### config.mk
export PLATFORM = sky130hd
export DESIGN_NAME = onewire_bus_master_slots_unit
export DESIGN_NICKNAME = d
export VERILOG_FILES = /design/src/hw/rtl/owbms_pkg.sv /design/src/hw/rtl/owbms_seq.sv /design/src/hw/rtl/onewire_bus_master_slots_unit.sv
export SDC_FILE = /design/constraint.sdc
export NUM_CORES = 1
export LEC_CHECK = 0
export BUFFER_PORTS_ARGS = -buffer_cell sky130_fd_sc_hd__buf_2
export CORE_UTILIZATION = 45
export CTS_CLUSTER_DIAMETER = 100
export CTS_CLUSTER_SIZE = 16
export DETAILED_ROUTE_END_ITERATION = 8
export GPL_TIMING_DRIVEN = 0
export PLACE_DENSITY = 0.6
export SETUP_SLACK_MARGIN = 0.02
export SLEW_MARGIN = 25
export SYNTH_ARGS = -nofsm -noshare
export SYNTH_HDL_FRONTEND = slang
export SYNTH_SLANG_ARGS = --single-unit
### constraint.sdc
create_clock -name aclk -period 6.6 [get_ports aclk]
set_input_delay 0.33 -clock aclk [delete_from_list [all_inputs] [get_ports aclk]]
set_output_delay 0.33 -clock aclk [all_outputs]
set_load 0.01 [all_outputs]
### src/hw/rtl/owbms_pkg.sv
// ----------------------------------------------------------------------------
// owbms_pkg
// shared types, register indexes, op codes and reset values of the bus master
// ----------------------------------------------------------------------------
package owbms_pkg;

    localparam int TIME_BITS_DEF = 10;
    localparam int TIME_BITS_MAX = 16;
    localparam int CFG_DATA_W    = 10;
    localparam int NUM_REGS      = 8;
    localparam int REG_IDX_W     = 3;
    localparam int OP_W          = 2;

    // configuration register indexes
    localparam logic [REG_IDX_W-1:0] REG_RESET_LOW    = 3'd0;
    localparam logic [REG_IDX_W-1:0] REG_PRESENCE     = 3'd1;
    localparam logic [REG_IDX_W-1:0] REG_RESET_REC    = 3'd2;
    localparam logic [REG_IDX_W-1:0] REG_SHORT_LOW    = 3'd3;
    localparam logic [REG_IDX_W-1:0] REG_LONG_LOW     = 3'd4;
    localparam logic [REG_IDX_W-1:0] REG_WRITE_SLOT   = 3'd5;
    localparam logic [REG_IDX_W-1:0] REG_READ_SAMPLE  = 3'd6;
    localparam logic [REG_IDX_W-1:0] REG_SLOT_REC     = 3'd7;

    localparam int unsigned CFG_RESET [NUM_REGS] = '{480, 70, 420, 1, 80, 81, 15, 100};

    // op codes
    localparam logic [OP_W-1:0] OP_TICK  = 2'd0;
    localparam logic [OP_W-1:0] OP_RESET = 2'd1;
    localparam logic [OP_W-1:0] OP_WRITE = 2'd2;
    localparam logic [OP_W-1:0] OP_READ  = 2'd3;

    typedef struct packed {
        logic       drive_low;
        logic       busy;
        logic       done;
        logic       present;
        logic [7:0] read_data;
        logic       rejected;
    } res_t;

endpackage

### src/hw/rtl/owbms_seq.sv
// ----------------------------------------------------------------------------
// owbms_seq
// slot sequencer state and per-tick next state and result logic
// ----------------------------------------------------------------------------
module owbms_seq #(
    parameter int TIME_BITS = owbms_pkg::TIME_BITS_DEF
) (
    input  logic                                aclk,
    input  logic                                aresetn,
    input  logic                                step,
    input  logic [owbms_pkg::OP_W-1:0]          op,
    input  logic [7:0]                          wb,
    input  logic                                lvl,
    input  logic [TIME_BITS-1:0]                cfg [owbms_pkg::NUM_REGS],
    output owbms_pkg::res_t                     res
);

    localparam logic [2:0] PH_IDLE     = 3'd0;
    localparam logic [2:0] PH_RST_LOW  = 3'd1;
    localparam logic [2:0] PH_RST_WAIT = 3'd2;
    localparam logic [2:0] PH_RST_REC  = 3'd3;
    localparam logic [2:0] PH_SLOT_LOW = 3'd4;
    localparam logic [2:0] PH_SLOT_REL = 3'd5;
    localparam logic [2:0] PH_SLOT_REC = 3'd6;
    localparam logic [2:0] PH_GAP      = 3'd7;

    logic [2:0]           phase_reg, phase_next;
    logic [TIME_BITS-1:0] time_reg, time_next;
    logic [2:0]           bit_reg, bit_next;
    logic [7:0]           shift_reg, shift_next;
    logic                 reading_reg, reading_next;
    logic                 presence_reg, presence_next;

    function automatic logic [TIME_BITS-1:0] at_least_one(input logic [TIME_BITS-1:0] v);
        return (v == '0) ? TIME_BITS'(1) : v;
    endfunction

    always_comb begin
        logic [2:0]           cur_ph;
        logic [TIME_BITS-1:0] lo_len;
        logic [TIME_BITS-1:0] rel_len;
        logic [TIME_BITS-1:0] ph_len;
        logic [TIME_BITS-1:0] tc_inc;

        phase_next    = phase_reg;
        time_next     = time_reg;
        bit_next      = bit_reg;
        shift_next    = shift_reg;
        reading_next  = reading_reg;
        presence_next = presence_reg;
        res           = '0;

        // command start or reject
        if (op != owbms_pkg::OP_TICK) begin
            if (phase_reg != PH_IDLE) begin
                res.rejected = 1'b1;
            end else begin
                time_next = '0;
                bit_next  = '0;
                if (op == owbms_pkg::OP_RESET) begin
                    phase_next = PH_RST_LOW;
                end else begin
                    reading_next = (op == owbms_pkg::OP_READ);
                    shift_next   = (op == owbms_pkg::OP_READ) ? 8'h00 : wb;
                    phase_next   = PH_SLOT_LOW;
                end
            end
        end

        cur_ph = phase_next;
        lo_len = (reading_next || shift_next[bit_next])
                 ? at_least_one(cfg[owbms_pkg::REG_SHORT_LOW])
                 : at_least_one(cfg[owbms_pkg::REG_LONG_LOW]);
        if (reading_next) begin
            rel_len = at_least_one(cfg[owbms_pkg::REG_READ_SAMPLE]);
        end else begin
            rel_len = (cfg[owbms_pkg::REG_WRITE_SLOT] > lo_len)
                      ? cfg[owbms_pkg::REG_WRITE_SLOT] - lo_len : '0;
        end

        unique case (cur_ph)
            PH_RST_LOW:  ph_len = at_least_one(cfg[owbms_pkg::REG_RESET_LOW]);
            PH_RST_WAIT: ph_len = at_least_one(cfg[owbms_pkg::REG_PRESENCE]);
            PH_RST_REC:  ph_len = at_least_one(cfg[owbms_pkg::REG_RESET_REC]);
            PH_SLOT_LOW: ph_len = lo_len;
            PH_SLOT_REL: ph_len = at_least_one(rel_len);
            default:     ph_len = at_least_one(cfg[owbms_pkg::REG_SLOT_REC]);
        endcase

        tc_inc = TIME_BITS'(time_next + 1'b1);

        if (cur_ph != PH_IDLE) begin
            res.busy      = 1'b1;
            res.drive_low = (cur_ph == PH_RST_LOW) || (cur_ph == PH_SLOT_LOW);
            if (tc_inc >= ph_len) begin
                time_next = '0;
                unique case (cur_ph)
                    PH_RST_LOW: begin
                        phase_next = PH_RST_WAIT;
                    end
                    PH_RST_WAIT: begin
                        presence_next = ~lvl;
                        phase_next    = PH_RST_REC;
                    end
                    PH_RST_REC: begin
                        phase_next = PH_IDLE;
                        res.done   = 1'b1;
                    end
                    PH_SLOT_LOW: begin
                        phase_next = (rel_len == '0) ? PH_SLOT_REC : PH_SLOT_REL;
                    end
                    PH_SLOT_REL: begin
                        if (reading_next) begin
                            shift_next = shift_next | (8'(lvl) << bit_next);
                        end
                        phase_next = PH_SLOT_REC;
                    end
                    PH_SLOT_REC: begin
                        if (bit_next == 3'd7) begin
                            if (reading_next) begin
                                phase_next = PH_GAP;
                            end else begin
                                phase_next = PH_IDLE;
                                res.done   = 1'b1;
                            end
                        end else begin
                            bit_next   = bit_next + 3'd1;
                            phase_next = PH_SLOT_LOW;
                        end
                    end
                    PH_GAP: begin
                        phase_next    = PH_IDLE;
                        res.done      = 1'b1;
                        res.read_data = shift_next;
                    end
                    default: begin
                        phase_next = PH_IDLE;
                    end
                endcase
            end else begin
                time_next = tc_inc;
            end
        end

        res.present = presence_next;
    end

    always_ff @(posedge aclk) begin
        if (!aresetn) begin
            phase_reg    <= PH_IDLE;
            time_reg     <= '0;
            bit_reg      <= '0;
            shift_reg    <= '0;
            reading_reg  <= 1'b0;
            presence_reg <= 1'b0;
        end else if (step) begin
            phase_reg    <= phase_next;
            time_reg     <= time_next;
            bit_reg      <= bit_next;
            shift_reg    <= shift_next;
            reading_reg  <= reading_next;
            presence_reg <= presence_next;
        end
    end

endmodule

### src/hw/rtl/onewire_bus_master_slots_unit.sv
// an accepted input item passes the input and result registers to the m_ side
// throughput: one item per cycle unless the m_ side stalls; s_ready follows m_ready
//   through two register stages (input register, result register), sequencer
//   state updates as an item moves from the first to the second
// reset: aresetn synchronous active low; clears sequencer state and both stage
//   valids, loads the timing registers with their default values
// ----------------------------------------------------------------------------
// onewire_bus_master_slots_unit
// one-wire bus master slot sequencer, one tick per item, with timing registers
// ----------------------------------------------------------------------------
module onewire_bus_master_slots_unit #(
    parameter int TIME_BITS = owbms_pkg::TIME_BITS_DEF
) (
    input  logic                                aclk,
    input  logic                                aresetn,
    input  logic                                cfg_wr_en,
    input  logic [owbms_pkg::REG_IDX_W-1:0]     cfg_index,
    input  logic [owbms_pkg::CFG_DATA_W-1:0]    cfg_data,
    input  logic                                s_valid,
    output logic                                s_ready,
    input  logic [owbms_pkg::OP_W-1:0]          s_op,
    input  logic [7:0]                          s_write_byte,
    input  logic                                s_bus_level,
    output logic                                m_valid,
    input  logic                                m_ready,
    output logic                                m_drive_low,
    output logic                                m_busy_res,
    output logic                                m_op_done,
    output logic                                m_device_present,
    output logic [7:0]                          m_read_data,
    output logic                                m_rejected
);

    logic [TIME_BITS-1:0]                cfg_reg [owbms_pkg::NUM_REGS];
    logic [owbms_pkg::TIME_BITS_MAX-1:0] cfg_wide;

    logic                       in_valid_reg;
    logic [owbms_pkg::OP_W-1:0] op_reg;
    logic [7:0]                 wb_reg;
    logic                       lvl_reg;

    logic                       out_valid_reg;
    owbms_pkg::res_t            out_reg;
    owbms_pkg::res_t            res;
    logic                       advance;

    assign cfg_wide = owbms_pkg::TIME_BITS_MAX'(cfg_data);

    always_ff @(posedge aclk) begin
        if (!aresetn) begin
            for (int i = 0; i < owbms_pkg::NUM_REGS; i++) begin
                cfg_reg[i] <= TIME_BITS'(owbms_pkg::CFG_RESET[i]);
            end
        end else if (cfg_wr_en) begin
            cfg_reg[cfg_index] <= cfg_wide[TIME_BITS-1:0];
        end
    end

    assign advance = in_valid_reg && (!out_valid_reg || m_ready);
    assign s_ready = !in_valid_reg || advance;

    always_ff @(posedge aclk) begin
        if (!aresetn) begin
            in_valid_reg <= 1'b0;
        end else if (s_ready) begin
            in_valid_reg <= s_valid;
        end
    end

    always_ff @(posedge aclk) begin
        if (s_valid && s_ready) begin
            op_reg  <= s_op;
            wb_reg  <= s_write_byte;
            lvl_reg <= s_bus_level;
        end
    end

    owbms_seq #(
        .TIME_BITS (TIME_BITS)
    ) u_seq (
        .aclk    (aclk),
        .aresetn (aresetn),
        .step    (advance),
        .op      (op_reg),
        .wb      (wb_reg),
        .lvl     (lvl_reg),
        .cfg     (cfg_reg),
        .res     (res)
    );

    always_ff @(posedge aclk) begin
        if (!aresetn) begin
            out_valid_reg <= 1'b0;
        end else if (advance) begin
            out_valid_reg <= 1'b1;
        end else if (m_ready) begin
            out_valid_reg <= 1'b0;
        end
    end

    always_ff @(posedge aclk) begin
        if (advance) begin
            out_reg <= res;
        end
    end

    assign m_valid          = out_valid_reg;
    assign m_drive_low      = out_reg.drive_low;
    assign m_busy_res       = out_reg.busy;
    assign m_op_done        = out_reg.done;
    assign m_device_present = out_reg.present;
    assign m_read_data      = out_reg.read_data;
    assign m_rejected       = out_reg.rejected;

endmodule

# Word level (Yosys, flattened, before mapping)
# Cells that the tools add are included.
[op_classes] n_lt_le_gt_ge=5 shift=1 bitwise=3 reduce_logical=24 n_addsub=3 eq_ne=10 n_mux=58
[ops] op="$mux W10" count=16
[ops] op="$bwmux W80" count=1
[ops] op="$logic_not A10 Y1" count=8
[ops] op="$mux W8" count=8
[ops] op="$pmux W10 S5" count=1
[ops] op="$mux W3" count=13
[ops] op="$demux W10 S3" count=1
[ops] op="$eq A3 B3 Y1 const B" count=5
[ops] op="$pmux W3 S5" count=1
[ops] op="$mux W1" count=13
[ops] op="$add A10 B1 Y10 const B" count=1
[ops] op="$ge A10 B10 Y1" count=1
[ops] op="$gt A10 B10 Y1" count=1
[ops] op="$sub A10 B10 Y10" count=1
[ops] op="$or A8 B8 Y8" count=1
[ops] op="$shl A1 B3 Y8" count=1
[ops] op="$eq A3 B2 Y1 const B" count=2
[ops] op="$reduce_bool A3 Y1" count=2
[ops] op="$ge A4 B4 Y1 const B" count=1
[ops] op="$logic_or A1 B1 Y1" count=4
[ops] op="$lt A3 B4 Y1 const B" count=1
[ops] op="$lt A4 B1 Y1 const B" count=1
[ops] op="$mux W2" count=2
[ops] op="$not A3 Y4" count=1
[ops] op="other kinds (13)" count=17
[word_totals] elab_cells=129 ff_bits=132 inputBits=29 output_inout_bits=15

# Longest topological paths before layout
[logic_depth] ltp_word=18 depth_mapped=29 mapped_depth_nobuf=23

# Hierarchy
# Synthesis repeated with hierarchy kept, for this count alone.
[hier_totals] cells_unflattened=806 area_unflattened_um2=7298.2
[by_module_without_submodules] module="onewire_bus_master_slots_unit" n_inst=1 cells_each=320 area_each_um2=3836.2 seq_area_each_um2=2362.3
[by_module_without_submodules] module="owbms_seq" n_inst=1 cells_each=486 area_each_um2=3462.1 seq_area_each_um2=520.5

# Least setup slack after synthesis
# OpenSTA, ideal clock, no wires.
[synth_path] kind="register to register" start="reg u_seq.phase_reg[2]" end="reg out_reg (netlist bit m_op_done) (data pin)" period_less_slack_ns=5.848 required_time_ns=6.331 t_arrival_ns=5.579 setup_time_ns=0.269 n_path_buf=6 path_slack_ns=0.752 path_stages_with_launch=27 path_cell_list="dfxtp_1 buf_6 nor4b_2 buf_6 mux4_2 nand2_1 o31ai_2 o211ai_2 buf_6 mux2i_1 ha_1 buf_2 a21o_1 a211oi_2 nand4b_1 nand3_1 o21ai_0 a221o_1 o32ai_1 ha_1 a2111o_1 a31oi_1 o21ai_0 a221oi_1 clkbuf_1 clkbuf_1 nor3b_1"
[synth_via] elab_chain_cells=15 word_cells_on_any_way=38 classes_between="add/sub: 2; order compare: 2; eq/ne: 8; mux: 20; reduce/logical: 6"
[synth_lines] item="from (decl)" line_no="owbms_seq.sv:27" rtl="logic [2:0] phase_reg, phase_next;"
[synth_lines] item="from (signal assigned)" line_no="owbms_seq.sv:157" rtl="phase_reg <= phase_next;"
[synth_lines] item="$reduce_bool A3 Y1" line_no="owbms_seq.sv:55" rtl="if (phase_reg != PH_IDLE) begin"
[synth_lines] item="$mux W8 / $mux W3 (equally long branches)" line_no="owbms_seq.sv:55"
[synth_lines] item="$mux W8 / $mux W3 (equally long branches)" line_no="owbms_seq.sv:54" rtl="if (op != owbms_pkg::OP_TICK) begin"
[synth_lines] item="$bmux W1 S3" line_no="owbms_seq.sv:71" rtl="lo_len = (reading_next || shift_next[bit_next])"
[synth_lines] item="$mux W1 (implied by the code)" line_no="owbms_seq.sv:71"
[synth_lines] item="$logic_or A1 B1 Y1" line_no="owbms_seq.sv:71"
[synth_lines] item="$mux W10" line_no="owbms_seq.sv:72" rtl="? at_least_one(cfg[owbms_pkg::REG_SHORT_LOW])"
[synth_lines] item="$sub A10 B10 Y10 / $gt A10 B10 Y1 (equally long branches)" line_no="owbms_seq.sv:78, owbms_seq.sv:77"
[synth_lines] item="$mux W10" line_no="owbms_seq.sv:78" rtl="? cfg[owbms_pkg::REG_WRITE_SLOT] - lo_len : '0;"
[synth_lines] item="$mux W10" line_no="owbms_seq.sv:74" rtl="if (reading_next) begin"
[synth_lines] item="$logic_not A10 Y1" line_no="owbms_seq.sv:35" rtl="return (v == '0) ? TIME_BITS'(1) : v;"
[synth_lines] item="$mux W10" line_no="owbms_seq.sv:35"
[synth_lines] item="$pmux W10 S5" line_no="owbms_seq.sv:81" rtl="unique case (cur_ph)"
[synth_lines] item="$ge A10 B10 Y1" line_no="owbms_seq.sv:95" rtl="if (tc_inc >= ph_len) begin"
[synth_lines] item="$reduce_and A2 Y1 (no line)"
[synth_lines] item="to (signal assigned)" line_no="onewire_bus_master_slots_unit.sv:103" rtl="out_reg <= res;"
[synth_lines] item="to (decl)" line_no="onewire_bus_master_slots_unit.sv:43" rtl="owbms_pkg::res_t out_reg;"
# Several ways; a longest one is shown, not always the timed one. The select of a mux whose other input is x is not followed.
# A chain may end at the register's enable or synchronous reset.

# Worst setup path after layout
[layout_path] start="reg op_reg[0] (netlist name)" end="reg out_reg (netlist bit m_read_data[4]) (data pin)"
[layout_via] elab_chain_cells=17 word_cells_on_any_way=36 classes_between="add/sub: 2; order compare: 2; eq/ne: 8; mux: 19; reduce/logical: 5"
[layout_lines] item="from (decl)" line_no="onewire_bus_master_slots_unit.sv:38" rtl="logic [owbms_pkg::OP_W-1:0] op_reg;"
[layout_lines] item="from (signal assigned)" line_no="onewire_bus_master_slots_unit.sv:72" rtl="op_reg <= s_op;"
[layout_lines] item="$eq A2 B2 Y1" line_no="owbms_seq.sv:63, owbms_seq.sv:64"
[layout_lines] item="$mux W8" line_no="owbms_seq.sv:64" rtl="shift_next = (op == owbms_pkg::OP_READ) ? 8'h00 : wb;"
[layout_lines] item="$mux W8" line_no="owbms_seq.sv:60" rtl="if (op == owbms_pkg::OP_RESET) begin"
[layout_lines] item="$mux W8" line_no="owbms_seq.sv:55"
[layout_lines] item="$mux W8" line_no="owbms_seq.sv:54"
[layout_lines] item="$bmux W1 S3" line_no="owbms_seq.sv:71"
[layout_lines] item="$mux W1 (implied by the code)" line_no="owbms_seq.sv:71"
[layout_lines] item="$logic_or A1 B1 Y1" line_no="owbms_seq.sv:71"
[layout_lines] item="$mux W10" line_no="owbms_seq.sv:72"
[layout_lines] item="$sub A10 B10 Y10 / $gt A10 B10 Y1 (equally long branches)" line_no="owbms_seq.sv:78, owbms_seq.sv:77"
[layout_lines] item="$mux W10" line_no="owbms_seq.sv:78"
[layout_lines] item="$mux W10" line_no="owbms_seq.sv:74"
[layout_lines] item="$logic_not A10 Y1" line_no="owbms_seq.sv:35"
[layout_lines] item="$mux W10" line_no="owbms_seq.sv:35"
[layout_lines] item="$pmux W10 S5" line_no="owbms_seq.sv:81"
[layout_lines] item="$ge A10 B10 Y1" line_no="owbms_seq.sv:95"
[layout_lines] item="$reduce_and A3 Y1 (no line)"
# Several ways; a longest one is shown, not always the timed one. The select of a mux whose other input is x is not followed.

==> metrics.csv <==
stage;metric;value;unit
sta;fin_crit;6.31;ns
sta;timing.final.hold_violations;0;
synthesis;syn-instance-count;880;
clocking;cts_max_level;4;
critical_path;setup.worst_path.start_class;register;
cells_and_area;insertedDiodeCount;0;
floorplan;dieWidth;128;um
sta;final_critical_path_setup_slack;0.292;ns
detailed_routing;drt_pre_antenna_iters;5;
sta;maxSlewHeadroom;0.272;
detailed_routing;num_vias;6693;
clocking;clock_insertion_delay_worst_skew;0.43;ns
placement;preCtsSetupSlack;-0.977;ns
synthesis;simple_gate_portion_of_the_synthesized_area;0.265;
floorplan;die_height;128;um
detailed_routing;drcViolationCount;0;
floorplan;floorplan.rows;45;
run_status;run_status;finished, final reports clean;
cells_and_area;fin_nets;990;
sta;maxClockFrequency;159;MHz
grt;grt_pass1_vias;6205;
clocking;cts.clk_slew.worst_paths;0.06;ns
synthesis;yosysTopAreaCell;dfxtp_1;
synthesis;synthesis.area;7090;sq um
synthesis;synthesized_area_fraction_occupied_by_xor_and_xnor_cells;0.0185;
critical_path;critical_path_class;register to register;
grt;grt_pass1_wl;34200;um
synthesis;yosys_warnings;0;
clocking;hold_buffers;0;
detailed_routing;drt-wirelength-per-cell;18.7;um
critical_path;type_of_element_capturing_the_critical_path;register;
detailed_routing;postRouteAntennaNets;0;
sta;final_period_util;0.956;
grt;antenna_found_initial;0;
synthesis;dominant_combinational_cell_family_by_area_after_synthesis;simple AND/OR/NAND/NOR gates;
synthesis;yosys-mux-area-fraction;0.0304;
cells_and_area;num-fill-cells;1477;
synthesis;synth.distinct_cells;76;
floorplan;floorplan.die_area;16300;sq um
power;power_dens_cells;272;nW/um^2
detailed_routing;vias_per_cell;5.76;
grt;grt_max_degree;23;
sta;timing_worst_slew_pin_value;1.08;ns
clocking;clock_tree_from_tritoncts;built;
critical_path;path_max_fanout;8;
floorplan;core_area;15300;sq um
detailed_routing;wirelength;21700;um
grt;gr-usage-all-layers;0.277;
power;p_leak;3.12;nW
synthesis;async_set_reset_flop_share_out_of_synthesis;0;
sta;unrepaired_setup_endpoints_after_global_routing;false;
synthesis;synth_ff_type;dfxtp_1;
clocking;clockRootBuffer;clkbuf_16;
cells_and_area;largest_register_ff_count;80;
sta;timing.final.max_slew_violations;0;
sta;final-setup-viol-count;0;
synthesis;number_of_enable_flip_flop_cells_after_synthesis;24;
clocking;cts_num_sinks;132;
job;drv_cap;0;
placement;gp_congestion;0.869;
detailed_routing;detailedRoute.firstIterationViolations;703;
sta;layout_skew;0.0120;ns
synthesis;synth_compound_area_frac;0.194;
synthesis;yosys.area_share.adder;0.0417;
worst_hold_path;holdCritPathClass;input pin to register;
synthesis;top_cells_by_area_synth;dfxtp_1 (30%), nand2_1 (11%), edfxtp_1 (10%);
critical_path;cp.arrival;6.47;ns
cells_and_area;post_layout_nonfiller_instances;1162;
critical_path;data_required_time_of_the_worst_path;6.76;ns
synthesis;syn_avg_cell_area;8.06;sq um
synthesis;synth-seq-cells;132;
power;vdd.ir_drop.worst;0.000212;V
grt;grt_overflow;0;
cells_and_area;areaGrowthSynthToFinish;18.0;%
placement;post-place-cells;1120;
floorplan;initial_utilization;0.463;
sta;finalHoldWorstSlack;0.0777;ns
synthesis;synth_top_area_frac;0.305;
synthesis;syn_nets;932;
placement;dp.final_hpwl;15500;um
floorplan;io_pins;44;
clocking;clock_path_buffers;2;
cells_and_area;final_layout_size_suffix_gt1_frac;0.135;
placement;buffers_added_on_ports;29;
clocking;cts_inserted_buffers;17;
synthesis;yosysSeqAreaShare;0.407;
-- stage by stage --
stage | instance area (sq um) | utilization | TNS [ns] | total power, W
5_1_grt | 8370 | 0.546 | 0 | 0.00235
2_1_floorplan | 7090 | - | 0 | 0.00111
3_5_place_dp | 7500 | 0.490 | -21.47 | 0.00120
3_3_place_gp | 7500 | 0.490 | -20.82 | 0.00120
6_report | 8370 | 0.546 | 0 | 0.00227
4_1_cts | 8210 | 0.536 | 0 | 0.00225
-- timing repair --
item,CTS,global route
gates resized for setup,12,18
pin swaps,1,9
buffers inserted,1,10
setup endpoints to repair,35,35
-- synth_stat cells (all sizes together) (5+ instances only) --
| cell type | instances |
|---|---|
| a21boi | 7 |
| a21oi | 87 |
| a222oi | 6 |
| a22o | 8 |
| a22oi | 6 |
| a31oi | 12 |
| and2 | 5 |
| and3 | 9 |
| buf | 10 |
| clkbuf | 43 |
| dfxtp | 108 |
| edfxtp | 24 |
| ha | 22 |
| inv | 17 |
| mux2i | 14 |
| nand2 | 212 |
| nand2b | 12 |
| nand3 | 52 |
| nand4 | 12 |
| nor2 | 57 |
| nor2b | 11 |
| nor3 | 13 |
| nor3b | 6 |
| nor4 | 11 |
| o211ai | 10 |
| o21a | 6 |
| o21ai | 22 |
| o221a | 5 |
| or4 | 5 |
| xnor2 | 5 |
| xor2 | 10 |
-- layout make-up --
| type | instances | area [sq um] | area share |
|---|---|---|---|
| plain buffers | 52 | 258 | 0.0308 |
| clock buffers | 21 | 482 | 0.0576 |
| clock inverters | 11 | 170 | 0.0203 |
| inverters | 17 | 63.8 | 0.00763 |
| multi-input cells | 678 | 4010 | 0.479 |
| flip-flops and latches | 132 | 2880 | 0.345 |
| well taps | 211 | 264 | 0.0316 |
| repair buffers | 40 | 240 | 0.0287 |
-- worst max-delay path: stages (launching register included) --
cell,delay [ns]
edfxtp_1,0.52
nand2b_1,0.24
mux4_2,0.49
nand2_1,0.10
o31ai_2,0.09
o211ai_4,0.28
buf_6,0.18
mux2i_2,0.22
ha_1,0.25
buf_2,0.17
a21o_1,0.24
a211oi_2,0.27
nand4b_1,0.19
nand3_2,0.16
o21ai_0,0.15
a221o_1,0.39
o32ai_4,0.28
ha_1,0.31
a2111o_1,0.41
a31oi_1,0.13
o21ai_1,0.13
a221o_1,0.41
nand4_1,0.32
nor2_1,0.10
-- routing by layer --
metal | vias up | global-route usage | routed length, um
met4 | 0 | 0.104 | 496
met5 | - | 0 | 0
li1 | 3276 | - | -
met2 | 232 | 0.438 | 10100
met3 | 33 | 0.0645 | 1480
met1 | 3152 | 0.367 | 9690
-- cells by family (layout without fill, tap and decap cells) --
| group | count (synthesis) | after routing |
|---|---|---|
| muxes | 19 | 19 |
| buffers and inverters | 70 | 141 |
| adders and majority gates | 23 | 23 |
| and+or+nand+nor | 415 | 415 |
| DFF | 132 | 132 |
| xor gates and xnor gates | 15 | 15 |
| AOI/OAI and AO/OA | 206 | 206 |
-- power breakdown --
part,internal (W),switching [W],total [W],leakage [nW]
Combinational,0.000141,0.000220,0.000361,1.70
Clock,0.000677,0.000373,0.00105,0.320
Sequential,0.000845,0.0000179,0.000863,1.10
Total,0.00166,0.000611,0.00227,3.12
-- final timing paths --
| kind | startpoint | to | slack [ns] | depth (start not counted) |
|---|---|---|---|---|
| worst min-delay path | s_write_byte[4] | wb_reg[4]$_DFFE_PP_ | 0.08 | 1 |
| worst min register to register | cfg_reg[22]$_SDFFE_PN0P_ | cfg_reg[22]$_SDFFE_PN0P_ | 0.46 | 2 |
| worst max-delay path | op_reg[0]$_DFFE_PP_ | m_read_data[4]$_SDFFCE_PN0P_ | 0.29 | 23 |
| worst max register to register | op_reg[0]$_DFFE_PP_ | m_read_data[4]$_SDFFCE_PN0P_ | 0.29 | 23 |
-- cell usage in the layout, fill, tap and decap left out, drive strengths merged, types with 7 or more instances in the layout --
cell type / n
a21boi: 7
a21oi: 87
a22o: 8
a31oi: 12
and3: 9
buf: 52
clkbuf: 61
dfxtp: 108
edfxtp: 24
ha: 22
inv: 20
mux2i: 14
nand2: 212
nand2b: 12
nand3: 52
nand4: 12
nor2: 57
nor2b: 11
nor3: 13
nor4: 11
o211ai: 10
o21ai: 22
xor2: 10
No activity file was read; power rests on OpenSTA's default activity.
